===== config.mk =====
export PLATFORM = sky130hd
export DESIGN_NAME = bba_free_map
export DESIGN_NICKNAME = d
export VERILOG_FILES = /design/src/sv/bba_pkg.sv /design/src/sv/bba_free_map.sv
export SDC_FILE = /design/constraint.sdc
export NUM_CORES = 2
export LEC_CHECK = 0
export BUFFER_PORTS_ARGS = -buffer_cell sky130_fd_sc_hd__buf_2
export CORE_MARGIN = 10
export CORE_UTILIZATION = 45
export DETAILED_ROUTE_END_ITERATION = 10
export GPL_TIMING_DRIVEN = 0
export SLEW_MARGIN = 0
export SYNTH_ARGS = -nofsm -noshare
export SYNTH_HDL_FRONTEND = slang
export SYNTH_SLANG_ARGS = --single-unit

===== constraint.sdc =====
create_clock -name clk_i -period 2.1 [get_ports clk_i]
set_input_delay 0.42 -clock clk_i [delete_from_list [all_inputs] [get_ports clk_i]]
set_output_delay 0.42 -clock clk_i [all_outputs]
set_load 0.05 [all_outputs]

===== src/sv/bba_pkg.sv =====
// ---------------------------------------------------------------------------
// bba_pkg
// Shared constants, types and helpers of the buddy block allocator.
// ---------------------------------------------------------------------------
`default_nettype none

package bba_pkg;

  localparam int MAX_ORDER = 11;
  localparam int NUM_ORDERS = MAX_ORDER + 1;
  localparam int ADDR_W = MAX_ORDER;
  localparam int ORDER_W = 4;
  localparam int REQ_W = 12;
  localparam int SLOT_W = MAX_ORDER + 1;
  localparam int WORD_W = 32;
  localparam int BIT_W = 5;
  localparam int WORD_AW = SLOT_W - BIT_W;
  localparam int NUM_WORDS = 1 << WORD_AW;
  localparam int CNT_W = MAX_ORDER + 1;

  localparam logic [1:0] OP_INSERT = 2'd0;
  localparam logic [1:0] OP_ALLOC = 2'd1;
  localparam logic [1:0] OP_RELEASE = 2'd2;
  localparam logic [1:0] OP_PROBE = 2'd3;

  localparam logic [1:0] ST_OK = 2'd0;
  localparam logic [1:0] ST_NO_SPACE = 2'd1;
  localparam logic [1:0] ST_BAD = 2'd2;
  localparam logic [1:0] ST_DOUBLE = 2'd3;

  // One read port and one write port of the free map, both word wide.
  typedef struct packed {
    logic                 re;
    logic [WORD_AW-1:0]   raddr;
    logic                 we;
    logic [WORD_AW-1:0]   waddr;
    logic [WORD_W-1:0]    wdata;
  } ram_req_t;

  // Bit position of block (k, addr) in the free map; k must not exceed MAX_ORDER.
  function automatic logic [SLOT_W-1:0] slot_of(input logic [ORDER_W-1:0] k,
                                                input logic [ADDR_W-1:0] addr);
    logic [SLOT_W-1:0] base;
    logic [SLOT_W-1:0] offs;
    base = SLOT_W'(1) << (ORDER_W'(MAX_ORDER) - k);
    offs = SLOT_W'(addr >> k);
    return base + offs;
  endfunction

endpackage

`default_nettype wire


===== src/sv/bba_free_map.sv =====
// ---------------------------------------------------------------------------
// bba_free_map
// Word-wide free bitmap memory with per-word valid bits for reset clearing.
// ---------------------------------------------------------------------------
`default_nettype none

module bba_free_map (
  input  wire logic                         clk_i,
  input  wire logic                         rst_ni,
  input  wire bba_pkg::ram_req_t            req_i,
  output logic [bba_pkg::WORD_W-1:0]        rdata_o
);
  import bba_pkg::*;

  logic [WORD_W-1:0]  mem [NUM_WORDS];
  logic [NUM_WORDS-1:0] vld_q;
  logic [WORD_W-1:0]  raw_q;
  logic               rvld_q;

  always_ff @(posedge clk_i) begin
    if (req_i.we) begin
      mem[req_i.waddr] <= req_i.wdata;
    end
    if (req_i.re) begin
      raw_q <= mem[req_i.raddr];
    end
  end

  // A word that was never written since reset reads as all zero.
  always_ff @(posedge clk_i or negedge rst_ni) begin
    if (!rst_ni) begin
      vld_q <= '0;
      rvld_q <= 1'b0;
    end else begin
      if (req_i.re) begin
        rvld_q <= vld_q[req_i.raddr];
      end
      if (req_i.we) begin
        vld_q[req_i.waddr] <= 1'b1;
      end
    end
  end

  assign rdata_o = rvld_q ? raw_q : '0;

endmodule

`default_nettype wire


==> results.md <==
- WP data required: between 1.5 and 2 ns
- Hold WC Path Type: in -> reg
- Die Footprint: 0.383 mm2
- Core ar.: between 0.3 and 0.4 mm2
- Final GP Congestion: 0.867
- Final setup fails: 2,012
- Post-synth EDFFs: 4,128
- Setup TNS Final: -285.34 ns
- Placed insts: 11,400
- Max FO, Critical Path: 10
- Number of routed nets with antenna violations: 0
- First-pass detailed-route iteration total: 6
- Cell variety after synth: 40
- Area after DPL: 0.171 mm2
- Peak supply drop: around 0.00076 V
- Max Slew Vio Count: 0
- Uppermost routed layer: met5
- Routed wl met3: 38,900 um
- Yosys Warn Count: 0
- Yosys reg bits: 4,257
- Synthesized Nets: 6,520
- Port Buffers: 74
- WS Path Type: reg -> out
- First-pass GRT wire length: 622,000 um
- DR vias/cell: 6.16
- RSZ-0062 raised after global routing: yes
- Hold_ws: 0.0483 ns
- Fraction of registers with async set or reset after synthesis: 3.03%
- Final Instance Area: 0.189 mm2
- Initial Util: between 40% and 50%
- Period utilization: 124%
- Met2 WL: 215,000 um
- Final Critical Period: 2.61 ns
- GRT Total Usage: a little under a quarter
- Root buf cell: clkbuf_16
- LEAKAGE: 59.2 nW
- Inserted Clock Buffers: 436
- Detailed Route Iter0 Violations: 10,900
- Worst-case clock buffer depth: 4
- Status: complete, but fails checks
- Number of failing hold endpoints at the final stage: 0
- Final WS setup: -0.505 ns
- Slew of the pin with the lowest slew margin: 1.44 ns
- Congestion Overflow GR: 0
- WL/cell: 36.6 um
- Synthesized instance count: 6,470
- Largest net degree at the start of global routing: 101
- Synth Area per Inst: 24.9 um2
- Worst-path clk slew: 0.06 ns
- Main synth FF type: edfxtp_1
- Worst Path Arrival: 2.19 ns
- Clock Latency Late Sink: 0.99 ns
- Post-DP HPWL: 290,000 um
- Post-Syn Area: 0.161 mm2
- Die height: a little over 600 um
- Worst Skew: 0.0670 ns
- Fraction of layout cells with a size suffix above 1: 38.2%
- I/O pins: ~80
- FMAX: between 0.3 and 0.4 GHz
- Clock tree sinks: 4,257
- FP Rows: 219
- Max-capacitance violation count: 0
- Die X: 619 um
- Antenna violations before repair: 33
- CTS tree: yes
- Critical Path Sink Type: primary output
- Sequential area share after synthesis: approximately 79%
- Post-route insts no fill: 12,300
- Vias: 75,800
- Slew Limit Headroom: about 3.8%
- Met1 WL: around 180,000 um
- Nets@finish: 7,219
- Most frequent cells in the layout: edfxtp_1 (4,128), mux4_2 (1,306), clkbuf_16 (448)
- Drt total wl: 451,000 um
- Pwr dens: 963 mW/mm2
- Area grow syn2layout: 17.2%
- Vias in the first global route: around 76,000
- CP Launch Type: flop
- H-tree Lvls: 5
- Drt drc: 0
- Commonest non-fill, non-tap cell in the layout: edfxtp_1
- Failing checks: setup timing
## state kept, by name, summed over array words and instances, names as in the netlist
register  count
rvld_q        1
raw_q        32
vld_q       128
mem        4096
## cell families after synthesis
group	share of synthesized area (%)
AND/OR/NAND/NOR	1.28
multiplexers	18.4
buffers and inverters	0.948
flip-flops	78.8
AO/OA/AOI/OAI	0.584
## report_power, final
group,switching [W],internal (W),total [W]
combinational,0.00670,0.00411,0.0108
clock,0.0329,0.0443,0.0771
sequential,0.000262,0.0939,0.0941
total,0.0398,0.142,0.182
## stage by stage
step / power, W / utilization, % / setup slack (ns)
floorplan: 0.101 / - / -0.287
global placement: 0.106 / 47.4 / -3.63
detailed placement: 0.106 / 48.1 / -3.24
CTS: 0.183 / 52.9 / -0.533
global route: 0.187 / 53.0 / -0.521
finish: 0.182 / 53.0 / -0.505
## synthesized netlist by cell type, drive strengths merged, types with 3 or more instances
master | n | area share (%)
a21oi | 5 | 0.016
and2 | 32 | 0.12
buf | 202 | 0.61
clkbuf | 137 | 0.32
dfrtp | 129 | 2.0
edfxtp | 4128 | 77
inv | 8 | 0.019
mux2 | 4 | 0.028
mux2i | 16 | 0.099
mux4 | 1306 | 18
nand2 | 23 | 0.054
nand3 | 13 | 0.040
nand3b | 7 | 0.033
nand4 | 4 | 0.016
nor2 | 133 | 0.31
nor2b | 9 | 0.035
nor4 | 33 | 0.13
o22ai | 128 | 0.50
or2 | 128 | 0.50
or3 | 3 | 0.012
## layout make-up
class | instances | area (um2)
timing repair buffer | 249 | 3970
buffer | 339 | 2510
antenna | 20 | 50.0
sequential | 4257 | 127000
clock buffer | 559 | 11600
fill | 26600 | 167000
multi-input combinational | 1878 | 35200
clock inverter | 249 | 2560
tap | 4751 | 5940
inverter | 8 | 32.5
## worst max-delay path, stage by stage (launching register included)
cell       delay [ns]
dfrtp_2          0.52
clkbuf_16        0.24
and2_4           0.26
buf_8            0.17
## worst paths after layout
check	startpoint	endpoint	slack, ns	cells after the start
min reg2reg	vld_q[96]	vld_q[96]	0.46	1
max in group asynchronous	rst_ni	vld_q[8]	1.11	3
max reg2reg	mem[58][6]	raw_q[6]	-0.36	4
min	req_i[23]	mem[120][23]	0.05	1
min in group asynchronous	rst_ni	vld_q[109]	0.16	2
max	rvld_q	rdata_o[13]	-0.51	3
## per-layer routing
| layer | track usage, % | up-vias |
|---|---|---|
| met2 | 37.0 | 3570 |
| li1 | - | 29600 |
| met5 | 0 | - |
| met3 | 4.39 | 744 |
| met1 | 32.4 | 41900 |
| met4 | 8.98 | 2 |
## repair_timing
item | in CTS | in global routing
hold buffers | 30 | 0
setup endpoints to repair | 2671 | 2476
endpoints found under the hold margin | 1075 | 0
pin swaps | 78 | 5
gates cloned | 12 | 0
resized for setup | 609 | 30
buffers inserted | 39 | 12
No activity file was read; power rests on OpenSTA's default activity.
